File: config.mk
export PLATFORM = sky130hd
export DESIGN_NAME = mouse_driven_vector_rotator_core
export DESIGN_NICKNAME = d
export VERILOG_FILES = /design/src/hdl/mdvr_pkg.sv /design/src/hdl/mdvr_gain.sv /design/src/hdl/mouse_driven_vector_rotator_core.sv
export SDC_FILE = /design/constraint.sdc
export NUM_CORES = 2
export LEC_CHECK = 0
export BUFFER_PORTS_ARGS = -buffer_cell sky130_fd_sc_hd__buf_4
export CORE_MARGIN = 10
export CORE_UTILIZATION = 64
export DETAILED_ROUTE_END_ITERATION = 10
export PLACE_DENSITY = 0.83
export RECOVER_POWER = 50
export SYNTH_ARGS = -nofsm -noshare
export SYNTH_HDL_FRONTEND = slang
export SYNTH_SLANG_ARGS = --single-unit
export TNS_END_PERCENT = 10
File: constraint.sdc
create_clock -name aclk -period 23.8 [get_ports aclk]
set_input_delay 2.38 -clock aclk [delete_from_list [all_inputs] [get_ports aclk]]
set_output_delay 2.38 -clock aclk [all_outputs]
set_load 0.05 [all_outputs]
File: src/hdl/mdvr_pkg.sv
`timescale 1ns / 1ps
`default_nettype none
// ----------------------------------------------------------------------------
// mdvr_pkg
// Shared constants, widths and the CORDIC arctangent table for the rotator.
// ----------------------------------------------------------------------------
package mdvr_pkg;

    localparam int CORDIC_STEPS = 16;
    localparam int MOUSE_BITS   = 16;
    localparam int POS_BITS     = (MOUSE_BITS < 16) ? MOUSE_BITS : 16;

    localparam int TURN_W  = 24;
    localparam int VEC_W   = 16;
    localparam int CORD_W  = 28;   // Q6.22 working width with growth margin
    localparam int ANG_W   = 34;   // angle in 2^-32 turn units, signed
    localparam int GAIN_W  = 30;
    localparam int ACC_W   = 60;
    localparam int CNT_W   = 5;

    localparam logic [GAIN_W-1:0] GAIN_Q30 = 30'd652032874;
    localparam logic [TURN_W-1:0] TPP_RESET = 24'd13;
    localparam logic signed [VEC_W-1:0] ONE_Q14   = 16'sd16384;
    localparam logic signed [VEC_W-1:0] SMALL_Q14 = 16'sd164;

    typedef enum logic [1:0] {
        HEAD_NORTH = 2'd0,
        HEAD_EAST  = 2'd1,
        HEAD_SOUTH = 2'd2,
        HEAD_WEST  = 2'd3
    } heading_t;

    localparam logic OP_LOAD   = 1'b0;
    localparam logic OP_SAMPLE = 1'b1;

    function automatic logic [31:0] atan_turn(input logic [CNT_W-1:0] idx);
        logic [31:0] r;
        case (idx)
            5'd0:  r = 32'h20000000;
            5'd1:  r = 32'h12E4051E;
            5'd2:  r = 32'h09FB385B;
            5'd3:  r = 32'h051111D4;
            5'd4:  r = 32'h028B0D43;
            5'd5:  r = 32'h0145D7E1;
            5'd6:  r = 32'h00A2F61E;
            5'd7:  r = 32'h00517C55;
            5'd8:  r = 32'h0028BE53;
            5'd9:  r = 32'h00145F2F;
            5'd10: r = 32'h000A2F98;
            5'd11: r = 32'h000517CC;
            5'd12: r = 32'h00028BE6;
            5'd13: r = 32'h000145F3;
            5'd14: r = 32'h0000A2FA;
            5'd15: r = 32'h0000517D;
            5'd16: r = 32'h000028BE;
            5'd17: r = 32'h0000145F;
            5'd18: r = 32'h00000A30;
            5'd19: r = 32'h00000518;
            5'd20: r = 32'h0000028C;
            5'd21: r = 32'h00000146;
            5'd22: r = 32'h000000A3;
            5'd23: r = 32'h00000051;
            default: r = 32'h00000000;
        endcase
        return r;
    endfunction

endpackage
`default_nettype wire

File: src/hdl/mdvr_gain.sv
`timescale 1ns / 1ps
`default_nettype none
// ----------------------------------------------------------------------------
// mdvr_gain
// Bit-serial CORDIC gain correction: one multiplier bit per cycle, then
// rounding to Q2.14 and saturation to 16 bits.
// ----------------------------------------------------------------------------
module mdvr_gain (
    input  wire                                  aclk,
    input  wire                                  aresetn,
    input  wire                                  start,
    input  wire signed [mdvr_pkg::CORD_W-1:0]    value,
    output logic                                 done,
    output logic signed [mdvr_pkg::VEC_W-1:0]    result
);

    logic                                busy_reg, busy_next;
    logic                                done_reg, done_next;
    logic [mdvr_pkg::CNT_W-1:0]          cnt_reg, cnt_next;
    logic signed [mdvr_pkg::ACC_W-1:0]   shf_reg, shf_next;
    logic signed [mdvr_pkg::ACC_W-1:0]   acc_reg, acc_next;
    logic signed [mdvr_pkg::ACC_W-1:0]   rnd;
    logic signed [mdvr_pkg::ACC_W-39:0]  shr;

    always_comb begin
        busy_next = busy_reg;
        done_next = 1'b0;
        cnt_next  = cnt_reg;
        shf_next  = shf_reg;
        acc_next  = acc_reg;
        if (start) begin
            busy_next = 1'b1;
            cnt_next  = '0;
            shf_next  = mdvr_pkg::ACC_W'(value);
            acc_next  = '0;
        end else if (busy_reg) begin
            if (mdvr_pkg::GAIN_Q30[cnt_reg]) begin
                acc_next = acc_reg + shf_reg;
            end
            shf_next = shf_reg <<< 1;
            cnt_next = cnt_reg + 1'b1;
            if (cnt_reg == mdvr_pkg::CNT_W'(mdvr_pkg::GAIN_W - 1)) begin
                busy_next = 1'b0;
                done_next = 1'b1;
            end
        end
    end

    always_ff @(posedge aclk) begin
        if (!aresetn) begin
            busy_reg <= 1'b0;
            done_reg <= 1'b0;
        end else begin
            busy_reg <= busy_next;
            done_reg <= done_next;
        end
        cnt_reg <= cnt_next;
        shf_reg <= shf_next;
        acc_reg <= acc_next;
    end

    // Round half up at bit 38, then clamp to the 16-bit range.
    always_comb begin
        rnd = acc_reg + (mdvr_pkg::ACC_W'(1) <<< 37);
        shr = rnd[mdvr_pkg::ACC_W-1:38];
        if (shr > 22'sd32767) begin
            result = 16'sd32767;
        end else if (shr < -22'sd32768) begin
            result = -16'sd32768;
        end else begin
            result = shr[15:0];
        end
    end

    assign done = done_reg;

endmodule
`default_nettype wire

File: src/hdl/mouse_driven_vector_rotator_core.sv
`timescale 1ns / 1ps
`default_nettype none
// ----------------------------------------------------------------------------
// mouse_driven_vector_rotator_core
// Heading vector rotator driven by horizontal mouse motion.
// ----------------------------------------------------------------------------
// Input channel s_*: one request per item. opcode 0 loads a unit vector for
// a compass heading, opcode 1 is a mouse x sample that rotates the vector by
// (x - previous x) * turn_per_pixel. Every request gives one result on m_*,
// the new vector and a flag that says whether a rotation was applied.
// turn_per_pixel is written through cfg_wr_en / cfg_wr_data; the user must
// write it only while idle, since the core does not enforce this. A load goes
// straight to the output register. A sample runs a bit-serial angle multiply,
// a quadrant step, 16 CORDIC iterations (one per cycle), the bit-serial gain
// multiply with its start and done handoff, then the zero fix and output; a
// sample with zero angle skips CORDIC and gain. One request is processed at
// a time; the serial multipliers set the rate. s_tready returns in the same
// cycle that the result is registered on m_*; a new request is taken only
// once the previous one is through, not while it is still in flight.
// A new request is taken while the previous result still waits on m_*.
// If the receiver stalls, the finished result waits in the core until the
// output register frees up. Reset clears the vector, the last mouse position
// and the first-sample flag, restores turn_per_pixel to 13 and drops m_tvalid.
// ----------------------------------------------------------------------------
module mouse_driven_vector_rotator_core (
    input  wire         aclk,
    input  wire         aresetn,
    input  wire         cfg_wr_en,
    input  wire  [23:0] cfg_wr_data,
    input  wire         s_tvalid,
    output logic        s_tready,
    input  wire  [23:0] s_tdata,   // [0] opcode, [2:1] heading, [18:3] mouse_x
    output logic        m_tvalid,
    input  wire         m_tready,
    output logic [39:0] m_tdata    // [15:0] dir_x_out, [31:16] dir_y_out, [32] rotated
);

    localparam int CW = mdvr_pkg::CORD_W;
    localparam int AW = mdvr_pkg::ANG_W;
    localparam int VW = mdvr_pkg::VEC_W;
    localparam int TW = mdvr_pkg::TURN_W;
    localparam int NW = mdvr_pkg::CNT_W;

    typedef enum logic [2:0] {
        ST_IDLE, ST_MUL, ST_PREP, ST_CORD, ST_GAIN, ST_FIX, ST_OUT
    } state_t;

    state_t                  state_reg, state_next;
    logic [TW-1:0]           tpp_reg;
    logic signed [VW-1:0]    vx_reg, vx_next, vy_reg, vy_next;
    logic signed [VW-1:0]    last_reg, last_next;
    logic                    seen_reg, seen_next;
    logic                    rot_reg, rot_next;
    logic [NW-1:0]           cnt_reg, cnt_next;
    logic [TW-1:0]           mcand_reg, mcand_next, mplier_reg, mplier_next;
    logic [TW-1:0]           ang_reg, ang_next;
    logic signed [CW-1:0]    cx_reg, cx_next, cy_reg, cy_next;
    logic signed [AW-1:0]    cz_reg, cz_next;
    logic                    gstart_reg, gstart_next;
    logic                    mv_reg, mv_next;
    logic [39:0]             md_reg, md_next;

    logic                    in_op;
    logic [1:0]              in_head;
    logic signed [VW-1:0]    in_pos;
    logic signed [VW:0]      delta;
    logic [TW-1:0]           qsum, zrem;
    logic [1:0]              quad;
    logic signed [VW:0]      qx, qy;
    logic signed [CW-1:0]    dx, dy;
    logic signed [AW-1:0]    atan_v;
    logic                    gx_done, gy_done;
    logic signed [VW-1:0]    gx_res, gy_res;

    assign in_op   = s_tdata[0];
    assign in_head = s_tdata[2:1];
    assign in_pos  = $signed(s_tdata[18:3] <<< (VW - mdvr_pkg::POS_BITS))
                     >>> (VW - mdvr_pkg::POS_BITS);
    assign delta   = (VW + 1)'(in_pos) - (seen_reg ? (VW + 1)'(last_reg) : (VW + 1)'(in_pos));

    assign qsum   = ang_reg + (TW'(1) << 21);
    assign quad   = qsum[23:22];
    assign zrem   = ang_reg - {quad, 22'd0};
    assign dx     = cy_reg >>> cnt_reg;
    assign dy     = cx_reg >>> cnt_reg;
    assign atan_v = AW'(mdvr_pkg::atan_turn(cnt_reg));

    always_comb begin
        qx = (VW + 1)'(vx_reg);
        qy = (VW + 1)'(vy_reg);
        case (quad)
            2'd1: begin qx = -(VW + 1)'(vy_reg); qy = (VW + 1)'(vx_reg); end
            2'd2: begin qx = -(VW + 1)'(vx_reg); qy = -(VW + 1)'(vy_reg); end
            2'd3: begin qx = (VW + 1)'(vy_reg); qy = -(VW + 1)'(vx_reg); end
            default: begin qx = (VW + 1)'(vx_reg); qy = (VW + 1)'(vy_reg); end
        endcase
    end

    assign s_tready = (state_reg == ST_IDLE);

    always_comb begin
        state_next  = state_reg;
        vx_next     = vx_reg;
        vy_next     = vy_reg;
        last_next   = last_reg;
        seen_next   = seen_reg;
        rot_next    = rot_reg;
        cnt_next    = cnt_reg;
        mcand_next  = mcand_reg;
        mplier_next = mplier_reg;
        ang_next    = ang_reg;
        cx_next     = cx_reg;
        cy_next     = cy_reg;
        cz_next     = cz_reg;
        gstart_next = 1'b0;
        mv_next     = mv_reg;
        md_next     = md_reg;
        if (mv_reg && m_tready) begin
            mv_next = 1'b0;
        end
        case (state_reg)
            ST_IDLE: begin
                if (s_tvalid) begin
                    rot_next = 1'b0;
                    if (in_op == mdvr_pkg::OP_LOAD) begin
                        vx_next = '0;
                        vy_next = '0;
                        case (mdvr_pkg::heading_t'(in_head))
                            mdvr_pkg::HEAD_NORTH: vy_next = -mdvr_pkg::ONE_Q14;
                            mdvr_pkg::HEAD_EAST:  vx_next = mdvr_pkg::ONE_Q14;
                            mdvr_pkg::HEAD_SOUTH: vy_next = mdvr_pkg::ONE_Q14;
                            mdvr_pkg::HEAD_WEST:  vx_next = -mdvr_pkg::ONE_Q14;
                            default: vx_next = '0;
                        endcase
                        state_next = ST_OUT;
                    end else begin
                        seen_next   = 1'b1;
                        last_next   = in_pos;
                        mcand_next  = tpp_reg;
                        mplier_next = TW'(delta);
                        ang_next    = '0;
                        cnt_next    = '0;
                        state_next  = ST_MUL;
                    end
                end
            end
            ST_MUL: begin
                // Shift-add multiply; the product wraps at one full turn.
                if (mplier_reg[0]) begin
                    ang_next = ang_reg + mcand_reg;
                end
                mcand_next  = mcand_reg << 1;
                mplier_next = mplier_reg >> 1;
                cnt_next    = cnt_reg + 1'b1;
                if (cnt_reg == NW'(TW - 1)) begin
                    state_next = ST_PREP;
                end
            end
            ST_PREP: begin
                if (ang_reg == '0) begin
                    state_next = ST_FIX;
                end else begin
                    cx_next    = {{(CW - VW - 9){qx[VW]}}, qx, 8'd0};
                    cy_next    = {{(CW - VW - 9){qy[VW]}}, qy, 8'd0};
                    cz_next    = {{(AW - TW - 8){zrem[TW-1]}}, zrem, 8'd0};
                    cnt_next   = '0;
                    state_next = ST_CORD;
                end
            end
            ST_CORD: begin
                if (!cz_reg[AW-1]) begin
                    cx_next = cx_reg - dx;
                    cy_next = cy_reg + dy;
                    cz_next = cz_reg - atan_v;
                end else begin
                    cx_next = cx_reg + dx;
                    cy_next = cy_reg - dy;
                    cz_next = cz_reg + atan_v;
                end
                cnt_next = cnt_reg + 1'b1;
                if (cnt_reg == NW'(mdvr_pkg::CORDIC_STEPS - 1)) begin
                    gstart_next = 1'b1;
                    state_next  = ST_GAIN;
                end
            end
            ST_GAIN: begin
                if (gx_done && gy_done) begin
                    vx_next    = gx_res;
                    vy_next    = gy_res;
                    rot_next   = 1'b1;
                    state_next = ST_FIX;
                end
            end
            ST_FIX: begin
                if (vx_reg == '0) begin
                    vx_next = mdvr_pkg::SMALL_Q14;
                end
                if (vy_reg == '0) begin
                    vy_next = mdvr_pkg::SMALL_Q14;
                end
                state_next = ST_OUT;
            end
            ST_OUT: begin
                if (!mv_reg || m_tready) begin
                    mv_next    = 1'b1;
                    md_next    = {7'd0, rot_reg, vy_reg, vx_reg};
                    state_next = ST_IDLE;
                end
            end
            default: state_next = ST_IDLE;
        endcase
    end

    always_ff @(posedge aclk) begin
        if (!aresetn) begin
            state_reg  <= ST_IDLE;
            tpp_reg    <= mdvr_pkg::TPP_RESET;
            vx_reg     <= '0;
            vy_reg     <= '0;
            last_reg   <= '0;
            seen_reg   <= 1'b0;
            rot_reg    <= 1'b0;
            gstart_reg <= 1'b0;
            mv_reg     <= 1'b0;
        end else begin
            state_reg  <= state_next;
            if (cfg_wr_en) begin
                tpp_reg <= cfg_wr_data;
            end
            vx_reg     <= vx_next;
            vy_reg     <= vy_next;
            last_reg   <= last_next;
            seen_reg   <= seen_next;
            rot_reg    <= rot_next;
            gstart_reg <= gstart_next;
            mv_reg     <= mv_next;
        end
        cnt_reg    <= cnt_next;
        mcand_reg  <= mcand_next;
        mplier_reg <= mplier_next;
        ang_reg    <= ang_next;
        cx_reg     <= cx_next;
        cy_reg     <= cy_next;
        cz_reg     <= cz_next;
        md_reg     <= md_next;
    end

    mdvr_gain u_gain_x (
        .aclk    (aclk),
        .aresetn (aresetn),
        .start   (gstart_reg),
        .value   (cx_reg),
        .done    (gx_done),
        .result  (gx_res)
    );

    mdvr_gain u_gain_y (
        .aclk    (aclk),
        .aresetn (aresetn),
        .start   (gstart_reg),
        .value   (cy_reg),
        .done    (gy_done),
        .result  (gy_res)
    );

    assign m_tvalid = mv_reg;
    assign m_tdata  = md_reg;

endmodule
`default_nettype wire

# Word-level counts from Yosys, hierarchy flattened
# Memories as Yosys holds them, arrays and structs flattened. A register that Yosys moved wholly into a read port is not among the register bits.
# Cells that the tools add are included.
dict set report totals {
  n_memories 3
  elab_cells 195
  romBits 1024
  output_inout_bits 42
  register_bits 533
  ramBits 0
  latchBits 0
  inputBits 53
}
# memory words width read_ports rd_clocked_by_memory_dff wr line_no
set memory_table {}
lappend memory_table {{(no name shown)} 32 30 1 1 0 mdvr_pkg.sv:38} ;# case (idx)
lappend memory_table {{(no name shown)} 32 1 1 1 0 mdvr_gain.sv:37} ;# if (mdvr_pkg::GAIN_Q30[cnt_reg]) begin
lappend memory_table {{(no name shown)} 32 1 1 1 0 mdvr_gain.sv:37}
dict set report classes {
  n_shift 2
  multipliers 0
  reduce_logical 32
  mux 76
  magnitude_cmp 6
  n_addsub 19
  div 0
  n_eq_ne 27
  n_bitwise 3
}
# op n
set ops {}
lappend ops {{60-bit 2-to-1 mux} 4}
lappend ops {{16-bit 2-to-1 mux} 12}
lappend ops {{24-bit 2-to-1 mux} 7}
lappend ops {{24-bit one-hot mux with 2 select lines} 3}
lappend ops {{60-bit by 39-bit adder with 60-bit output (second input constant)} 2}
lappend ops {{60-bit adder} 2}
lappend ops {{28-bit 2-to-1 mux} 4}
lappend ops {{28-bit one-hot mux with 2 select lines} 2}
lappend ops {{17-bit one-hot mux with 3 select lines} 2}
lappend ops {{16-bit one-hot mux with 3 select lines} 2}
lappend ops {{34-bit 2-to-1 mux} 2}
lappend ops {{34-bit one-hot mux with 2 select lines} 1}
lappend ops {{16-bit one-hot mux with 2 select lines} 2}
lappend ops {{28-bit adder} 2}
lappend ops {{28-bit by 5-bit >>> shifter with 28-bit output} 2}
lappend ops {{28-bit subtractor} 2}
lappend ops {{22-bit by 16-bit greater-than comparator with 1-bit output (second input constant)} 2}
lappend ops {{22-bit by 16-bit < comparator with 1-bit output (second input constant)} 2}
lappend ops {{5-bit 2-to-1 mux} 8}
lappend ops {{34-bit by 33-bit adder with 34-bit output} 1}
lappend ops {{16-bit negator with 17-bit output} 2}
lappend ops {{34-bit by 33-bit subtractor with 34-bit output} 1}
lappend ops {{16-bit zero test} 2}
lappend ops {{24-bit by 22-bit adder with 24-bit output (second input constant)} 1}
lappend ops {{35 further kinds} 95}

# Depth between registers and ports, before layout
dict set report logic_depth {
  depth_word 6
  depth_mapped 27
  ltp_nobuf 23
}

# Modules after synthesis
# Synthesis repeated with hierarchy kept, for this count alone.
dict set report hier_totals {
  hier_cells 4885
  hier_area_um2 42818.6
}
# module area_per_inst_um2 instances cells_each seq_area_each_um2
set modules_own_cells {}
lappend modules_own_cells {mouse_driven_vector_rotator_core 24937.7 1 2787 8187.9}
lappend modules_own_cells {{mdvr_gain at u_gain_y} 9058.7 1 1075 3163.0}
lappend modules_own_cells {{mdvr_gain at u_gain_x} 8822.2 1 1023 3163.0}

# Worst setup path after synthesis
# No wires, ideal clock.
dict set report synth_timing {
  path_type {register to register}
  from {register state_reg[1]}
  to {register cx_reg[0] (enable)}
  n_path_buf 1
  setup_slack_ns 15.810
  t_arrival_ns 7.318
  required_time_ns 23.128
  synth_period_minus_slack_ns 7.990
  stages_incl_launch_ff 4
  setup_ns 0.672
  cell_sequence {dfxtp_1 -> clkbuf_1 -> inv_1 -> a211oi_1}
}
dict set report synth_via {
  elab_chain_cells 3
  word_cells_on_any_way 5
}
# element line_no
set synth_lines {}
lappend synth_lines {{start: declaration} mouse_driven_vector_rotator_core.sv:48} ;# state_t state_reg, state_next;
lappend synth_lines {{start signal: assignment} mouse_driven_vector_rotator_core.sv:226} ;# state_reg <= state_next;
lappend synth_lines {{3-bit by 2-bit == test with 1-bit output} mouse_driven_vector_rotator_core.sv:121} ;# case (state_reg)
lappend synth_lines {{2-bit != test (no source line) or 2-bit nonzero test (tied branches)} n/a}
lappend synth_lines {{2-bit AND reduction (no source line) (*)} n/a}
lappend synth_lines {{end signal: assignment} mouse_driven_vector_rotator_core.sv:242} ;# cx_reg <= cx_next;
lappend synth_lines {{end: declaration} mouse_driven_vector_rotator_core.sv:57} ;# logic signed [CW-1:0] cx_reg, cx_next, cy_reg, cy_next;
# Mark *: on every way between the ends. The rest lies on a longest branch, timed or not.
# A chain may end at the register's enable or synchronous reset.

# Worst setup path in the final report
dict set report layout_timing {
  from {register gstart_reg}
  to {register u_gain_y.shf_reg[39] (netlist bit) (data pin)}
}
dict set report layout_via {
  elab_chain_cells 1
}
# element line_no
set layout_lines {}
lappend layout_lines {{start: declaration} mouse_driven_vector_rotator_core.sv:59} ;# logic gstart_reg, gstart_next;
lappend layout_lines {{start signal: assignment} mouse_driven_vector_rotator_core.sv:235} ;# gstart_reg <= gstart_next;
lappend layout_lines {{60-bit 2-to-1 mux} mdvr_gain.sv:31} ;# if (start) begin
lappend layout_lines {{net u_gain_y.shf_next (one bit)} mdvr_gain.sv:20} ;# logic signed [mdvr_pkg::ACC_W-1:0] shf_reg, shf_next;
lappend layout_lines {{end signal: assignment} mdvr_gain.sv:58} ;# shf_reg <= shf_next;
lappend layout_lines {{end: declaration} mdvr_gain.sv:20}
# The timed path passes the listed nets, and every way through them passes these cells.

==> summary.md <==
| Metric | Value |
|---|---|
| Die H | `275 um` |
| CP max-delay cell | `clkbuf_1` |
| Tcrit/Tclk final | `50.5%` |
| Antenna Violating Nets Remaining | `0` |
| Mapped Area | `41600 um2` |
| Sinks on Clock Net | `565` |
| Crit. End Element | `flop` |
| Vias in the first global route | `33.1k` |
| Post-synth EDFFs | `320` |
| Clock Latency Late Sink | `640 ps` |
| Combinational share of power | `58.7%` |
| CP top delay family | `buffers and inverters` |
| Largest net degree at the start of global routing | `148` |
| DRT met1 WL | `47.3 mm` |
| Worst path depth | `4` |
| Cells after Synth | `4733` |
| Final Hold Vio Count | `0` |
| Worst Setup Start Kind | `flop` |
| Tmin final | `12010 ps` |
| Syn avg cell area | `8.78 um2` |
| Bufs and invs on worst path | `2` |
| Die ar. | `75500 um2` |
| Met2 wire len | `48.3 mm` |
| Post-synth ARST share | `0%` |
| Power Dens Cells | `133 nW/um2` |
| Vias per cell | `6.42` |
| Worst path max stage delay | `4700 ps` |
| Share of layout cells above drive strength 1 | `8.42%` |
| Worst Skew | `30.0 ps` |
| Final slew viol count | `832` |
| Violated checks | `capacitance limit, slew limit` |
| CP required | `24170 ps` |
| Die width | `275 um` |
| Total power | `5.94 mW` |
| Hold Path Class | `flop to flop` |
| Final Setup Violations | `0` |
| Drt wl/cell | `19.6 um` |
| Clk pwr share | `17.4%` |
| Top Layer Used | `met5` |
| Global Route Usage Sum | `28.4%` |
| Worst vdd ir | `0.0869 mV` |
| Relative slew slack | `-332%` |
| Longest Clk Path Bufs | `3` |
| Part of the Yosys area used for sequential elements | `34.9%` |
| RSZ-0062 raised after global routing | `false` |
| Sw Share | `44.9%` |
| Leakage | `18.3 nW` |
| Total CTS buffers | `66` |
| Wire length on met3 | `10.9 mm` |
| First-pass GRT wire length | `176 mm` |
| Seq cells post-synth | `565` |
| Post-CTS Setup Inserts | `0` |
| Crit Path Category | `flop to flop` |
| FP Rows | `93` |
| Initial antenna violation count | `3` |
| Max_cap viols | `13` |
| Pre-Repair DR Iteration Count | `6` |
| Boundary Pins | `95` |
| DP HPWL | `77.7 mm` |
| R2R depth | `4` |
| Core Region | `64300 um2` |
| WP data arrival | `12380 ps` |
| NetSw | `2.67 mW` |
| CTS Hold Bufs | `0` |
| Area overhead of the layout relative to synthesis | `7.78%` |
| CTS root buf | `clkbuf_16` |
| Synthesis Warnings | `0` |
| DRC Markers | `0` |
| Post-synthesis cell type count | `103` |
| Status | `finished, violations left` |
| GPL Wtd Cong | `0.974` |
| Hold-critical path depth | `0` |
| Worst slew pin tran | `6480 ps` |
| Critical Path Fanout Max | `147` |
| Port buffer count | `82` |
| Sequential Power Share | `23.9%` |
| Initial Utilization | `64.6%` |
| Crit path top cell by count | `clkbuf_1` |
| Worst-path clk slew | `60 ps` |
| Fill count | `4950` |
| Post-cts resize count | `0` |
| Commonest non-fill, non-tap cells in the layout | `577 x nand2_1, 411 x a21oi_1, 375 x nor2_1` |
| Setup Total Neg Slack | `0 ps` |
| WL final | `110 mm` |
| Commonest non-fill, non-tap cell in the layout | `nand2_1` |
| Synth Flop Type | `edfxtp_1` |
| Vias after detailed routing | `35.9k` |
| Starting DRT DRC Count | `4053` |
| Grt total ovfl | `0` |
| Fmax | `83.3 MHz` |
| # H-tree levels | `3` |
| Nets | `5019` |
| Int Power | `3.27 mW` |
| Critical-path cell list | `clkbuf_1, clkbuf_1, nand2_1, o21ai_0` |
| CTS tree | `built` |
==> power by group through the flow <==
stage / sequential [mW] / clock, mW / combinational (mW)
floorplan: 1.37 / 0 / 2.72
global placement: 1.42 / 0 / 3.32
detailed placement: 1.43 / 0 / 3.38
CTS: 1.41 / 1.05 / 3.41
global route: 1.44 / 1.08 / 3.83
finish: 1.42 / 1.03 / 3.48
==> worst register-to-register path: cells and delay by family (launching register included) <==
family                 cells  cell delay (ps)
AND/OR/NAND/NOR            1             2590
flip-flops                 1             1220
AO/OA/AOI/OAI              1              520
buffers and inverters      2             7430
==> worst paths after layout <==
check / startpoint / endpoint / slack [ps]
worst max-delay path: gstart_reg / u_gain_y.shf_reg[39] / 11790
worst min-delay path: rot_reg / m_tdata[32] / 440
worst max register to register: gstart_reg / u_gain_y.shf_reg[39] / 11790
worst min register to register: rot_reg / m_tdata[32] / 440
==> cells by family (layout without fill, tap and decap cells) <==
| kind of cell | count (synthesis) | in the layout | share of synthesized area [%] |
|---|---|---|---|
| and+or+nand+nor | 1513 | 1513 | 17.0 |
| AOI/OAI and AO/OA | 1363 | 1363 | 20.5 |
| DFF | 565 | 565 | 34.9 |
| other | 1 | 8 | 0.00902 |
| xor gates and xnor gates | 358 | 358 | 7.54 |
| adders and majority gates | 280 | 280 | 8.56 |
| buffers and inverters | 427 | 428 | 4.08 |
| muxes | 226 | 226 | 7.40 |
==> cell type report <==
cell class | instances | area, um2 | share of cell area, %
multi-input cells | 3747 | 25400 | 56.8
flip-flops and latches | 565 | 14500 | 32.4
clock buffers | 96 | 1870 | 4.17
well taps | 855 | 1070 | 2.39
repair buffers | 124 | 867 | 1.94
inverters | 182 | 683 | 1.53
clock inverters | 26 | 344 | 0.768
diodes | 1 | 2.50 | 0.00559
==> cell usage after synthesis (all sizes together) (87+ instances only) <==
cell	instances	area share (%)
a21o	157	2.9
a21oi	412	5.0
clkbuf	181	1.6
dfxtp	245	12
edfxtp	320	23
ha	273	8.2
inv	181	1.6
mux2i	87	2.1
nand2	580	5.2
nand3	100	1.2
nor2	378	3.4
o21ai	344	4.1
xnor2	188	4.0
xor2	170	3.6
==> layer usage <==
layer	global-route usage (%)	up-vias
li1	-	17100
met1	39.7	17000
met2	43.4	1574
met3	5.89	250
met4	9.76	4
met5	0	-
==> through the flow <==
| stage | hold slack [ps] | instances | utilization [%] | setup slack [ps] | cell area [um2] |
|---|---|---|---|---|---|
| after floorplan | 406 | 4739 | - | 15810 | 41600 |
| after global placement | 420 | 5473 | 66.3 | 16920 | 42700 |
| after detailed placement | 423 | 5473 | 66.3 | 16810 | 42700 |
| after CTS | 446 | 5595 | 69.7 | 16760 | 44900 |
| after global routing | 467 | 5595 | 69.6 | 10830 | 44800 |
| final | 443 | 5596 | 69.6 | 11790 | 44800 |
No activity file was read; power rests on OpenSTA's default activity.
